==> src/sv/bvcr_pkg.sv <==
`timescale 1ns / 1ps
package bvcr_pkg;

  localparam int COORD_BITS_DEF = 24;
  localparam int OUT_BITS       = 24;
  // extents at or above 2^25 always saturate the radius
  localparam int DIFF_BITS      = 25;
  localparam int PROD_BITS      = 2 * DIFF_BITS;
  localparam int SUM_BITS       = PROD_BITS + 2;
  localparam int ROOT_BITS      = SUM_BITS / 2;
  localparam int REM_BITS       = ROOT_BITS + 2;
  localparam int ITER_BITS      = $clog2(ROOT_BITS);
  localparam int QUEUE_DEPTH    = 2;

endpackage

==> src/sv/bvcr_fifo.sv <==
`timescale 1ns / 1ps
module bvcr_fifo #(
  parameter int WIDTH = 144,
  parameter int DEPTH = bvcr_pkg::QUEUE_DEPTH
) (
  input  logic             clk,
  input  logic             rst,
  input  logic             wr_en,
  input  logic [WIDTH-1:0] wr_data,
  output logic             full,
  input  logic             rd_en,
  output logic [WIDTH-1:0] rd_data,
  output logic             empty
);

  localparam int PTR_BITS = (DEPTH > 1) ? $clog2(DEPTH) : 1;
  localparam int CNT_BITS = $clog2(DEPTH + 1);

  logic [WIDTH-1:0]    mem [DEPTH];
  logic [PTR_BITS-1:0] wr_ptr;
  logic [PTR_BITS-1:0] rd_ptr;
  logic [CNT_BITS-1:0] count;

  assign full    = (count == CNT_BITS'(DEPTH));
  assign empty   = (count == '0);
  assign rd_data = mem[rd_ptr];

  always_ff @(posedge clk) begin
    if (rst) begin
      wr_ptr <= '0;
      rd_ptr <= '0;
      count  <= '0;
    end else begin
      if (wr_en) begin
        wr_ptr <= (wr_ptr == PTR_BITS'(DEPTH - 1)) ? '0 : wr_ptr + 1'b1;
      end
      if (rd_en) begin
        rd_ptr <= (rd_ptr == PTR_BITS'(DEPTH - 1)) ? '0 : rd_ptr + 1'b1;
      end
      if (wr_en && !rd_en) begin
        count <= count + 1'b1;
      end else if (!wr_en && rd_en) begin
        count <= count - 1'b1;
      end
    end
  end

  always_ff @(posedge clk) begin
    if (wr_en) begin
      mem[wr_ptr] <= wr_data;
    end
  end

endmodule

==> src/sv/bvcr_front.sv <==
`timescale 1ns / 1ps
module bvcr_front #(
  parameter int COORD_BITS = bvcr_pkg::COORD_BITS_DEF
) (
  input  logic                         clk,
  input  logic                         rst,
  input  logic                         accept,
  input  logic signed [COORD_BITS-1:0] x_coord,
  input  logic signed [COORD_BITS-1:0] y_coord,
  input  logic signed [COORD_BITS-1:0] z_coord,
  input  logic                         last_vertex,
  output logic                         q_push,
  output logic [6*COORD_BITS-1:0]      q_data
);

  localparam logic signed [COORD_BITS-1:0] POS_MAX = {1'b0, {(COORD_BITS-1){1'b1}}};
  localparam logic signed [COORD_BITS-1:0] NEG_MAX = {1'b1, {(COORD_BITS-1){1'b0}}};

  logic signed [COORD_BITS-1:0] min_x, max_x, min_y, max_y, min_z, max_z;
  logic signed [COORD_BITS-1:0] min_x_next, max_x_next, min_y_next, max_y_next;
  logic signed [COORD_BITS-1:0] min_z_next, max_z_next;

  always_comb begin
    min_x_next = (x_coord < min_x) ? x_coord : min_x;
    max_x_next = (x_coord > max_x) ? x_coord : max_x;
    min_y_next = (y_coord < min_y) ? y_coord : min_y;
    max_y_next = (y_coord > max_y) ? y_coord : max_y;
    min_z_next = (z_coord < min_z) ? z_coord : min_z;
    max_z_next = (z_coord > max_z) ? z_coord : max_z;
  end

  assign q_push = accept && last_vertex;
  assign q_data = {min_x_next, max_x_next, min_y_next, max_y_next, min_z_next, max_z_next};

  always_ff @(posedge clk) begin
    if (rst || q_push) begin
      min_x <= POS_MAX;
      min_y <= POS_MAX;
      min_z <= POS_MAX;
      max_x <= NEG_MAX;
      max_y <= NEG_MAX;
      max_z <= NEG_MAX;
    end else if (accept) begin
      min_x <= min_x_next;
      min_y <= min_y_next;
      min_z <= min_z_next;
      max_x <= max_x_next;
      max_y <= max_y_next;
      max_z <= max_z_next;
    end
  end

endmodule

==> src/sv/bvcr_back.sv <==
`timescale 1ns / 1ps
module bvcr_back #(
  parameter int COORD_BITS = bvcr_pkg::COORD_BITS_DEF
) (
  input  logic                                 clk,
  input  logic                                 rst,
  input  logic                                 q_empty,
  input  logic [6*COORD_BITS-1:0]              q_data,
  output logic                                 q_pop,
  input  logic                                 pop,
  output logic                                 empty,
  output logic signed [bvcr_pkg::OUT_BITS-1:0] center_x,
  output logic signed [bvcr_pkg::OUT_BITS-1:0] center_y,
  output logic signed [bvcr_pkg::OUT_BITS-1:0] center_z,
  output logic [bvcr_pkg::OUT_BITS-1:0]        radius
);

  localparam int OB = bvcr_pkg::OUT_BITS;
  localparam int DB = bvcr_pkg::DIFF_BITS;
  localparam int PB = bvcr_pkg::PROD_BITS;
  localparam int SB = bvcr_pkg::SUM_BITS;
  localparam int RB = bvcr_pkg::ROOT_BITS;
  localparam int MB = bvcr_pkg::REM_BITS;
  localparam int IB = bvcr_pkg::ITER_BITS;

  typedef enum logic [3:0] {
    S_IDLE = 4'b0001,
    S_MUL  = 4'b0010,
    S_ROOT = 4'b0100,
    S_FIN  = 4'b1000
  } state_t;

  state_t state;

  logic signed [COORD_BITS-1:0] lo [3];
  logic signed [COORD_BITS-1:0] hi [3];
  logic [COORD_BITS:0]          diff_a [3];
  logic [COORD_BITS:0]          sum_a [3];
  logic [32:0]                  dext [3];
  logic signed [32:0]           cext [3];
  logic [DB-1:0]                d_new [3];
  logic [2:0]                   sat_a;

  logic [DB-1:0]         d [3];
  logic                  sat;
  logic signed [OB-1:0]  cen [3];
  logic [1:0]            cnt;
  logic [DB-1:0]         d_sel;
  logic [PB-1:0]         prod;
  logic [SB-1:0]         acc;
  logic [SB-1:0]         n;
  logic [MB-1:0]         rem;
  logic [RB-1:0]         root;
  logic [IB-1:0]         iter;
  logic                  out_valid;
  logic                  out_load;

  logic [MB-1:0] rem_sh;
  logic [MB-1:0] trial;
  logic          ge;

  always_comb begin
    lo[0] = q_data[6*COORD_BITS-1 -: COORD_BITS];
    hi[0] = q_data[5*COORD_BITS-1 -: COORD_BITS];
    lo[1] = q_data[4*COORD_BITS-1 -: COORD_BITS];
    hi[1] = q_data[3*COORD_BITS-1 -: COORD_BITS];
    lo[2] = q_data[2*COORD_BITS-1 -: COORD_BITS];
    hi[2] = q_data[COORD_BITS-1 -: COORD_BITS];
    for (int a = 0; a < 3; a++) begin
      diff_a[a] = {hi[a][COORD_BITS-1], hi[a]} - {lo[a][COORD_BITS-1], lo[a]};
      sum_a[a]  = {hi[a][COORD_BITS-1], hi[a]} + {lo[a][COORD_BITS-1], lo[a]};
      dext[a]   = 33'(diff_a[a]);
      cext[a]   = 33'($signed(sum_a[a][COORD_BITS:1]));
      sat_a[a]  = |dext[a][32:DB];
      d_new[a]  = dext[a][DB-1:0];
    end
  end

  always_comb begin
    case (cnt)
      2'd0:    d_sel = d[0];
      2'd1:    d_sel = d[1];
      default: d_sel = d[2];
    endcase
  end

  // one result bit per step
  always_comb begin
    rem_sh = {rem[MB-3:0], n[SB-1:SB-2]};
    trial  = {root, 2'b01};
    ge     = (rem_sh >= trial);
  end

  assign q_pop    = (state == S_IDLE) && !q_empty;
  assign out_load = (state == S_FIN) && (!out_valid || pop);
  assign empty    = !out_valid;

  always_ff @(posedge clk) begin
    if (rst) begin
      state     <= S_IDLE;
      out_valid <= 1'b0;
    end else begin
      if (out_load) begin
        out_valid <= 1'b1;
      end else if (pop) begin
        out_valid <= 1'b0;
      end
      case (state)
        S_IDLE: begin
          if (!q_empty) begin
            state <= S_MUL;
          end
        end
        S_MUL: begin
          if (cnt == 2'd3) begin
            state <= S_ROOT;
          end
        end
        S_ROOT: begin
          if (iter == IB'(RB - 1)) begin
            state <= S_FIN;
          end
        end
        S_FIN: begin
          if (out_load) begin
            state <= S_IDLE;
          end
        end
        default: state <= S_IDLE;
      endcase
    end
  end

  always_ff @(posedge clk) begin
    case (state)
      S_IDLE: begin
        cnt <= '0;
        acc <= '0;
        if (!q_empty) begin
          sat <= |sat_a;
          for (int a = 0; a < 3; a++) begin
            d[a]   <= d_new[a];
            cen[a] <= cext[a][OB-1:0];
          end
        end
      end
      S_MUL: begin
        cnt <= cnt + 1'b1;
        if (cnt != 2'd3) begin
          prod <= d_sel * d_sel;
        end
        if (cnt != 2'd0) begin
          acc <= acc + SB'(prod);
        end
        if (cnt == 2'd3) begin
          n    <= acc + SB'(prod);
          rem  <= '0;
          root <= '0;
          iter <= '0;
        end
      end
      S_ROOT: begin
        n    <= {n[SB-3:0], 2'b00};
        rem  <= ge ? rem_sh - trial : rem_sh;
        root <= {root[RB-2:0], ge};
        iter <= iter + 1'b1;
      end
      S_FIN: begin
        if (out_load) begin
          center_x <= cen[0];
          center_y <= cen[1];
          center_z <= cen[2];
          radius   <= (sat || root[RB-1]) ? {OB{1'b1}} : root[OB:1];
        end
      end
      default: begin
        cnt <= '0;
      end
    endcase
  end

endmodule

==> src/sv/vertex_bounds_center_radius_core.sv <==
`timescale 1ns / 1ps
// The last vertex of a set passes through the queue, load, squares, square root and output
// register before its result is on the ports, with the result side free.
// Throughput: one vertex per cycle while the queue has room; set results are computed one at
// a time: load, squares summed, square root at one bit per cycle, then output.
// A two-entry queue holds finished extremes so vertices keep flowing meanwhile.
// Reset (synchronous, rst high): extremes cleared, queue and result empty.
module vertex_bounds_center_radius_core #(
  parameter int COORD_BITS = bvcr_pkg::COORD_BITS_DEF
) (
  input  logic                                 clk,
  input  logic                                 rst,
  input  logic                                 push,
  output logic                                 full,
  input  logic signed [COORD_BITS-1:0]         x_coord,
  input  logic signed [COORD_BITS-1:0]         y_coord,
  input  logic signed [COORD_BITS-1:0]         z_coord,
  input  logic                                 last_vertex,
  input  logic                                 pop,
  output logic                                 empty,
  output logic signed [bvcr_pkg::OUT_BITS-1:0] center_x,
  output logic signed [bvcr_pkg::OUT_BITS-1:0] center_y,
  output logic signed [bvcr_pkg::OUT_BITS-1:0] center_z,
  output logic [bvcr_pkg::OUT_BITS-1:0]        radius
);

  logic                      accept;
  logic                      q_push;
  logic [6*COORD_BITS-1:0]   q_wdata;
  logic [6*COORD_BITS-1:0]   q_rdata;
  logic                      q_full;
  logic                      q_empty;
  logic                      q_pop;

  assign full   = q_full;
  assign accept = push && !q_full;

  bvcr_front #(
    .COORD_BITS(COORD_BITS)
  ) u_front (
    .clk         (clk),
    .rst         (rst),
    .accept      (accept),
    .x_coord     (x_coord),
    .y_coord     (y_coord),
    .z_coord     (z_coord),
    .last_vertex (last_vertex),
    .q_push      (q_push),
    .q_data      (q_wdata)
  );

  bvcr_fifo #(
    .WIDTH (6 * COORD_BITS),
    .DEPTH (bvcr_pkg::QUEUE_DEPTH)
  ) u_fifo (
    .clk     (clk),
    .rst     (rst),
    .wr_en   (q_push),
    .wr_data (q_wdata),
    .full    (q_full),
    .rd_en   (q_pop),
    .rd_data (q_rdata),
    .empty   (q_empty)
  );

  bvcr_back #(
    .COORD_BITS(COORD_BITS)
  ) u_back (
    .clk      (clk),
    .rst      (rst),
    .q_empty  (q_empty),
    .q_data   (q_rdata),
    .q_pop    (q_pop),
    .pop      (pop),
    .empty    (empty),
    .center_x (center_x),
    .center_y (center_y),
    .center_z (center_z),
    .radius   (radius)
  );

endmodule

==> config.mk <==
export PLATFORM = sky130hd
export DESIGN_NAME = vertex_bounds_center_radius_core
export DESIGN_NICKNAME = d
export VERILOG_FILES = /design/src/sv/bvcr_pkg.sv /design/src/sv/bvcr_fifo.sv /design/src/sv/bvcr_front.sv /design/src/sv/bvcr_back.sv /design/src/sv/vertex_bounds_center_radius_core.sv
export SDC_FILE = /design/constraint.sdc
export NUM_CORES = 2
export LEC_CHECK = 0
export BUFFER_PORTS_ARGS = -buffer_cell sky130_fd_sc_hd__buf_2
export CAP_MARGIN = 20
export CORE_MARGIN = 4
export CORE_UTILIZATION = 55
export CTS_BUF_LIST = sky130_fd_sc_hd__clkbuf_4 sky130_fd_sc_hd__clkbuf_8
export CTS_CLUSTER_SIZE = 14
export DETAILED_ROUTE_END_ITERATION = 6
export GPL_TIMING_DRIVEN = 0
export PLACE_DENSITY_LB_ADDON = 0.25
export SLEW_MARGIN = 5
export SYNTH_ARGS = -nofsm -noshare
export SYNTH_HDL_FRONTEND = slang
export SYNTH_SLANG_ARGS = --single-unit
export TNS_END_PERCENT = 100
==> constraint.sdc <==
create_clock -name clk -period 18.7 [get_ports clk]
set_input_delay 0.935 -clock clk [delete_from_list [all_inputs] [get_ports clk]]
set_output_delay 0.935 -clock clk [all_outputs]
set_load 0.02 [all_outputs]
# == Yosys cells after proc, flatten, opt, wreduce, memory -nomap -nowiden ==
# Memory sizes are Yosys's and may differ from the RTL's. A register that Yosys moved wholly into a read port is not among the register bits.
# Cells that the tools add are included.
# op_classes
addsub,14
n_mul,1
n_div,0
order_cmp,7
n_eq_ne,14
shifts,0
muxes,37
bitwise_logic,0
n_reduce_logical,26
# op_table
cell,count
one-hot mux 52 bit (2 select lines),2
two-way mux 24 bit,6
two-way mux 52 bit,2
one-hot mux 26 bit (2 select lines),2
two-way mux 26 bit,3
adder 24 x 24 -> 25 bit,3
subtractor 24 x 24 -> 25 bit,3
greater-than comparator 24 bit,3
< comparator 24 bit,3
adder 52 x 50 -> 52 bit,1
multiplier 25 x 25 -> 50 bit,1
one-hot mux 25 bit (2 select lines),1
>= comparator 28 bit,1
subtractor 26 bit,1
two-way mux 4 bit,4
one-hot mux 4 bit (4 select lines),1
two-way mux 1 bit,11
one-hot mux 5 bit (2 select lines),1
nonzero test 2 bit,5
inequality test 2 x 1 -> 1 bit (second input constant),4
AND reduction 2 bit,4
logical AND 1 bit,6
adder 5 x 1 -> 5 bit (second input constant),1
== test 5 bit (second input constant),1
other kinds (18),29
# word_totals
register_bits,390
latchBits,0
mem_bits_rw,435
mem_bits_ro,0
input_bits,77
output_inout_bits,98
word_cells,121
memories,3
# mem_list
name,depth,width,rd,rd_clocked_by_memory_dff,wr,line_no,source
u_fifo.mem,2,144,1,1,1,bvcr_fifo.sv:19,logic [WIDTH-1:0] mem [DEPTH];
u_back.d,3,25,3,0,3,bvcr_back.sv:44,logic [DB-1:0] d [3];
u_back.cen,3,24,3,3,3,bvcr_back.sv:46,logic signed [OB-1:0] cen [3];

# == Depth between registers and ports, before layout ==
# logic_depth
ltp_word,8
depth_mapped,36
mapped_depth_nobuf,33

# == Modules after synthesis ==
# A second synthesis with hierarchy kept.
# unflattened
hier_cells,6417
hier_area_um2,67269.5
# by_module_without_submodules
mod,instances,cells_each,area_each_um2,seq_area_each_um2
bvcr_back,1,4592,44988.1,13763.2
bvcr_front,1,1354,11437.2,2882.8
bvcr_fifo,1,470,10830.4,8748.4
vertex_bounds_center_radius_core,1,1,13.8,0.0

# == Least setup slack after synthesis ==
# OpenSTA, ideal clock, no wires.
# synth_timing
path_type,flip-flop to flip-flop
from,reg u_back.cnt[0]
to,"reg u_back.prod[49], data pin"
setup_ns,0.265
arrival_ns,8.079
t_required_ns,18.435
slack_ns,10.356
path_stages_with_launch,36
path_buffers,4
period_less_slack_ns,8.344
cell_sequence,edfxtp_1 inv_1 ha_1 clkbuf_1 nor2_1 clkbuf_1 clkbuf_1 a21oi_1 inv_1 buf_1 nand2_1 fa_1 inv_1 fa_1 inv_1 fa_1 inv_1 fa_1 inv_1 fa_1 inv_1 fa_1 inv_1 fa_1 inv_1 ha_1 and3_1 a221oi_1 o31ai_1 a21oi_1 o21ai_2 a22oi_2 o211a_1 nor2b_1 a311oi_1 xnor2_1
# synth_via
elab_chain_cells,3
word_cells_on_any_way,4
classes_between,mul: 1; eq/ne: 1; mux: 1; reduce/logical: 1
# synth_rtl
item,line_no,source
"start, declared",bvcr_back.sv:47,logic [1:0] cnt;
"start signal, assigned",bvcr_back.sv:148,cnt <= cnt + 1'b1;
== test 2 x 1 -> 1 bit or logical NOT 2 bit (tied branches),bvcr_back.sv:80,case (cnt)
one-hot mux 25 bit (2 select lines) (*),bvcr_back.sv:80,
multiplier 25 x 25 -> 50 bit (*),bvcr_back.sv:150,prod <= d_sel * d_sel;
"end signal, assigned",bvcr_back.sv:150,
"end, declared",bvcr_back.sv:49,logic [PB-1:0] prod;
# Every way passes the cells marked *; elsewhere a longest branch is shown, timed or not.
# A chain may end at the register's enable or synchronous reset.

# == Worst setup path in the final report ==
# layout_timing
from,reg u_back.cnt[0]
to,"reg u_back.prod[48], data pin"
# The elaborated chain is that of the path after synthesis.

==> metrics.csv <==
stage,metric,value,unit
status,status,finished clean,
setup_path,Critical-path top delay cell,clkbuf_1,
floorplan,Die Y,351,um
global_route,largest net degree at the start of global routing,98,
synth,Yosys warnings,0,
setup_path,Setup crit end kind,register,
sta,RSZ-0062 raised after global routing,false,
synth,Mapped Area,0.0646,sq mm
setup_path,R2R cell count,32,
routing,Initial DRC Count,3531,
sta,headroom to the max-slew limit,25.2,%
global_route,GR Util All Layers,26.6,%
clock_tree,Post-CTS Hold Buffers,0,
setup_path,critical path arrival,11840,ps
setup_path,Worst Path Max Fanout,10,
layout,Register Area,0.0254,sq mm
clock_tree,Post-CTS Setup Inserts,0,
synth,Mapped Nets,7185,
clock_tree,H-tree depth,4,
setup_path,CP required,19300,ps
clock_tree,clock buffer depth,3,
synth,Seq cells post-synth,897,
synth,Cells after Synth,6085,
clock_tree,root buffer cell,clkbuf_8,
synth,Syn Area/Cell,10.6,sq um
placement,routability cong.,0.988,
layout,P&R area growth vs syn,10.1,%
global_route,first-pass GRT wire length,252000,um
setup_path,r2r setup slk,7460,ps
clock_tree,CTS tree,done,
setup_path,Setup Crit Path Kind,reg -> reg,
routing,routed vias/inst,5.57,
sta,count of final hold-check violations,0,
sta,highest clock rate,88.9,MHz
layout,multi-input logic area,0.0345,sq mm
floorplan,floorplan row count,125,
global_route,initial antenna violation count,12,
job,max-cap violations,0,
layout,layout cell share with drive strength beyond 1,10.5,%
sta,Final Slew Violations,0,
sta,setup violators final,0,
layout,Final nets,7537,
routing,first-pass detailed-route iteration total,5,
setup_path,FF-to-FF End,u_back.prod[48],
global_route,number of global-route vias before repair,45327,
synth,register area share after synthesis,39.3,%
worst_hold_path,Worst Hold Path EP,u_front.max_z[0],
clock_tree,Clock Latency Late Sink,870,ps
clock_tree,CTS Buf Count,152,
floorplan,I/O pins,175,
setup_path,cell family with most CP delay,adder cells,
worst_hold_path,Hold Path Cell Cnt,3,
synth,Synth cell types,83,
floorplan,Die ar.,0.123,sq mm
layout,fill count,9568,
placement,number of I/O port buffers,174,
floorplan,initial core utilization,55.5,%
sta,Slew @ Worst Pin,1120,ps
routing,final WL,162000,um
setup_path,FF-to-FF Start,u_back.cnt[0],
worst_hold_path,Worst Hold Class,in -> reg,
global_route,Overflow after GRT,0,
sta,hold slack,362,ps
setup_path,worst path bufs/invs,10,
setup_path,Worst path depth,32,
placement,dpl hpwl,127000,um
setup_path,Critical Path Max Stage Delay,790,ps
setup_path,Setup crit start kind,register,
synth,"Top FF cell, synth",edfxtp_1,
floorplan,Core ar.,0.116,sq mm
routing,DRC Markers,0,
routing,vias after detailed routing,45055,
sta,clock skew,74.2,ps
setup_path,CP dominant cell by count,fa_1,
clock_tree,Sink Count,897,
sta,Setup TNS,0,ps
synth,asr flop ratio synth,0,%
floorplan,die width,351,um
clock_tree,"Reg clk slew, reported paths",60,ps
sta,min Tclk post-route,11240,ps
clock_tree,post-cts sizing count,0,
routing,ANT nets after route,0,
worst_hold_path,Worst Min Path Start,z_coord[0],
sta,final worst-path cycle share,60.1,%
synth,Post-synth EDFFs,743,
routing,Wirelength per Cell,20.1,um
## stage by stage
| stage | worst slack (ps) | util [%] | instances | area, sq um |
|---|---|---|---|---|
| 2_1_floorplan | 10360 | - | 6085 | 64600 |
| 3_3_place_gp | 7450 | 57.9 | 7783 | 67400 |
| 3_5_place_dp | 7880 | 58.3 | 7806 | 67900 |
| 4_1_cts | 7850 | 61.1 | 8080 | 71100 |
| 5_1_grt | 7130 | 61.1 | 8084 | 71100 |
| 6_report | 7460 | 61.1 | 8085 | 71100 |
## area by class of cell
cell class | count | share of cell area [%]
diodes | 4 | 0.0141
plain buffers | 210 | 1.14
clock buffers | 192 | 3.40
clock inverters | 82 | 1.14
inverters | 1055 | 5.58
multi-input cells | 3923 | 48.5
flip-flops and latches | 897 | 35.7
well taps | 1524 | 2.68
repair buffers | 198 | 1.85
## synth_stat cells, types with 7 or more instances
| master | count | area (sq um) |
|---|---|---|
| a2111oi_0 | 7 | 61.3 |
| a211oi_1 | 20 | 150 |
| a21o_1 | 140 | 1050 |
| a21oi_1 | 307 | 1540 |
| a22o_1 | 26 | 228 |
| a31o_2 | 7 | 61.3 |
| a31oi_1 | 33 | 206 |
| and2_1 | 7 | 43.8 |
| and3_1 | 23 | 144 |
| buf_1 | 19 | 71.3 |
| buf_2 | 15 | 75.1 |
| clkbuf_1 | 175 | 657 |
| dfxtp_1 | 154 | 3080 |
| edfxtp_1 | 743 | 22300 |
| fa_1 | 472 | 9450 |
| ha_1 | 551 | 6890 |
| inv_1 | 1047 | 3930 |
| mux2_2 | 185 | 2080 |
| mux2i_1 | 193 | 1930 |
| nand2_1 | 454 | 1700 |
| nand2b_1 | 37 | 231 |
| nand3_1 | 63 | 315 |
| nand4_1 | 52 | 325 |
| nor2_1 | 498 | 1870 |
| nor2b_1 | 38 | 238 |
| nor3_1 | 47 | 235 |
| nor4_1 | 10 | 62.6 |
| o211ai_1 | 40 | 300 |
| o21a_1 | 31 | 233 |
| o21ai_0 | 205 | 1030 |
| o21ai_1 | 7 | 35.0 |
| o21bai_1 | 66 | 495 |
| o31ai_1 | 21 | 158 |
| o41ai_1 | 8 | 70.1 |
| or2_2 | 10 | 62.6 |
| or3_1 | 16 | 100 |
| or4_1 | 9 | 67.6 |
| xnor2_1 | 181 | 1590 |
| xor2_1 | 69 | 604 |
## how the worst max path moves through the flow
stage                            to          start
global placement    u_back.prod[48]  u_back.cnt[0]
detailed placement  u_back.prod[48]  u_back.cnt[0]
CTS                 u_back.prod[48]  u_back.cnt[0]
floorplan           u_back.prod[49]  u_back.cnt[0]
finish              u_back.prod[48]  u_back.cnt[0]
global route        u_back.prod[48]  u_back.cnt[0]
## flip-flops by register name, indices dropped and copies added (netlist names), 26 cells and up, named ones only
name	cells
u_back.rem	26
u_back.d	75
u_back.cen	72
u_back.n	52
u_fifo.mem	288
u_back.prod	49
u_back.acc	52
u_back.root	26
## worst reg2reg max path, delay by kind of cell (launching register included)
family / cells / cell delay, ps
flops: 1 / 400
fa+ha+maj: 9 / 3970
xor+xnor: 1 / 160
compound gates: 9 / 2620
buf+inv: 10 / 3120
simple gates: 3 / 740
## cell usage in the layout (no fill, tap or decap), drive strengths merged, types with 6 or more instances in the layout
| cell type | n |
|---|---|
| mux2i | 193 |
| a21o | 140 |
| inv | 1059 |
| o41ai | 9 |
| xor2 | 69 |
| nand2 | 454 |
| clkinv | 61 |
| ha | 551 |
| a221oi | 6 |
| o31ai | 21 |
| or4 | 9 |
| xnor2 | 181 |
| a21oi | 307 |
| dfxtp | 154 |
| and3 | 23 |
| nor2b | 38 |
| a22o | 26 |
| bufinv | 12 |
| a211oi | 20 |
| nor2 | 498 |
| edfxtp | 743 |
| mux2 | 185 |
| o21a | 31 |
| and2 | 7 |
| clkbuf | 368 |
| or2 | 10 |
| nand4 | 52 |
| o21ai | 214 |
| nor4 | 11 |
| a31o | 7 |
| a2111oi | 8 |
| or3 | 16 |
| fa | 472 |
| buf | 232 |
| nor3 | 47 |
| nand2b | 37 |
| a31oi | 34 |
| nand3 | 63 |
| o211ai | 40 |
| o21bai | 66 |
## layer usage
metal	GRT usage [%]	vias to the layer above	wire length (um)
met2	42.9	1498	75300
met5	0	-	18
met3	5.29	316	11600
met1	35.7	22043	68600
li1	-	21194	-
met4	10.4	4	6570
## cell families (layout without fill, tap and decap cells)
group           Yosys count  after routing  share of synthesized area, %
flops                   897            897                          39.3
simple gates           1280           1280                          8.59
fa+ha+maj              1023           1023                          25.3
compound gates          992            992                          9.78
xor+xnor                250            250                          3.39
buf+inv                1265           1737                          7.38
other cells               0              4                             0
mux                     378            378                          6.22
Power is not shown: default switching activity piles up to over one toggle a cycle in this logic, so the estimate is an artifact.
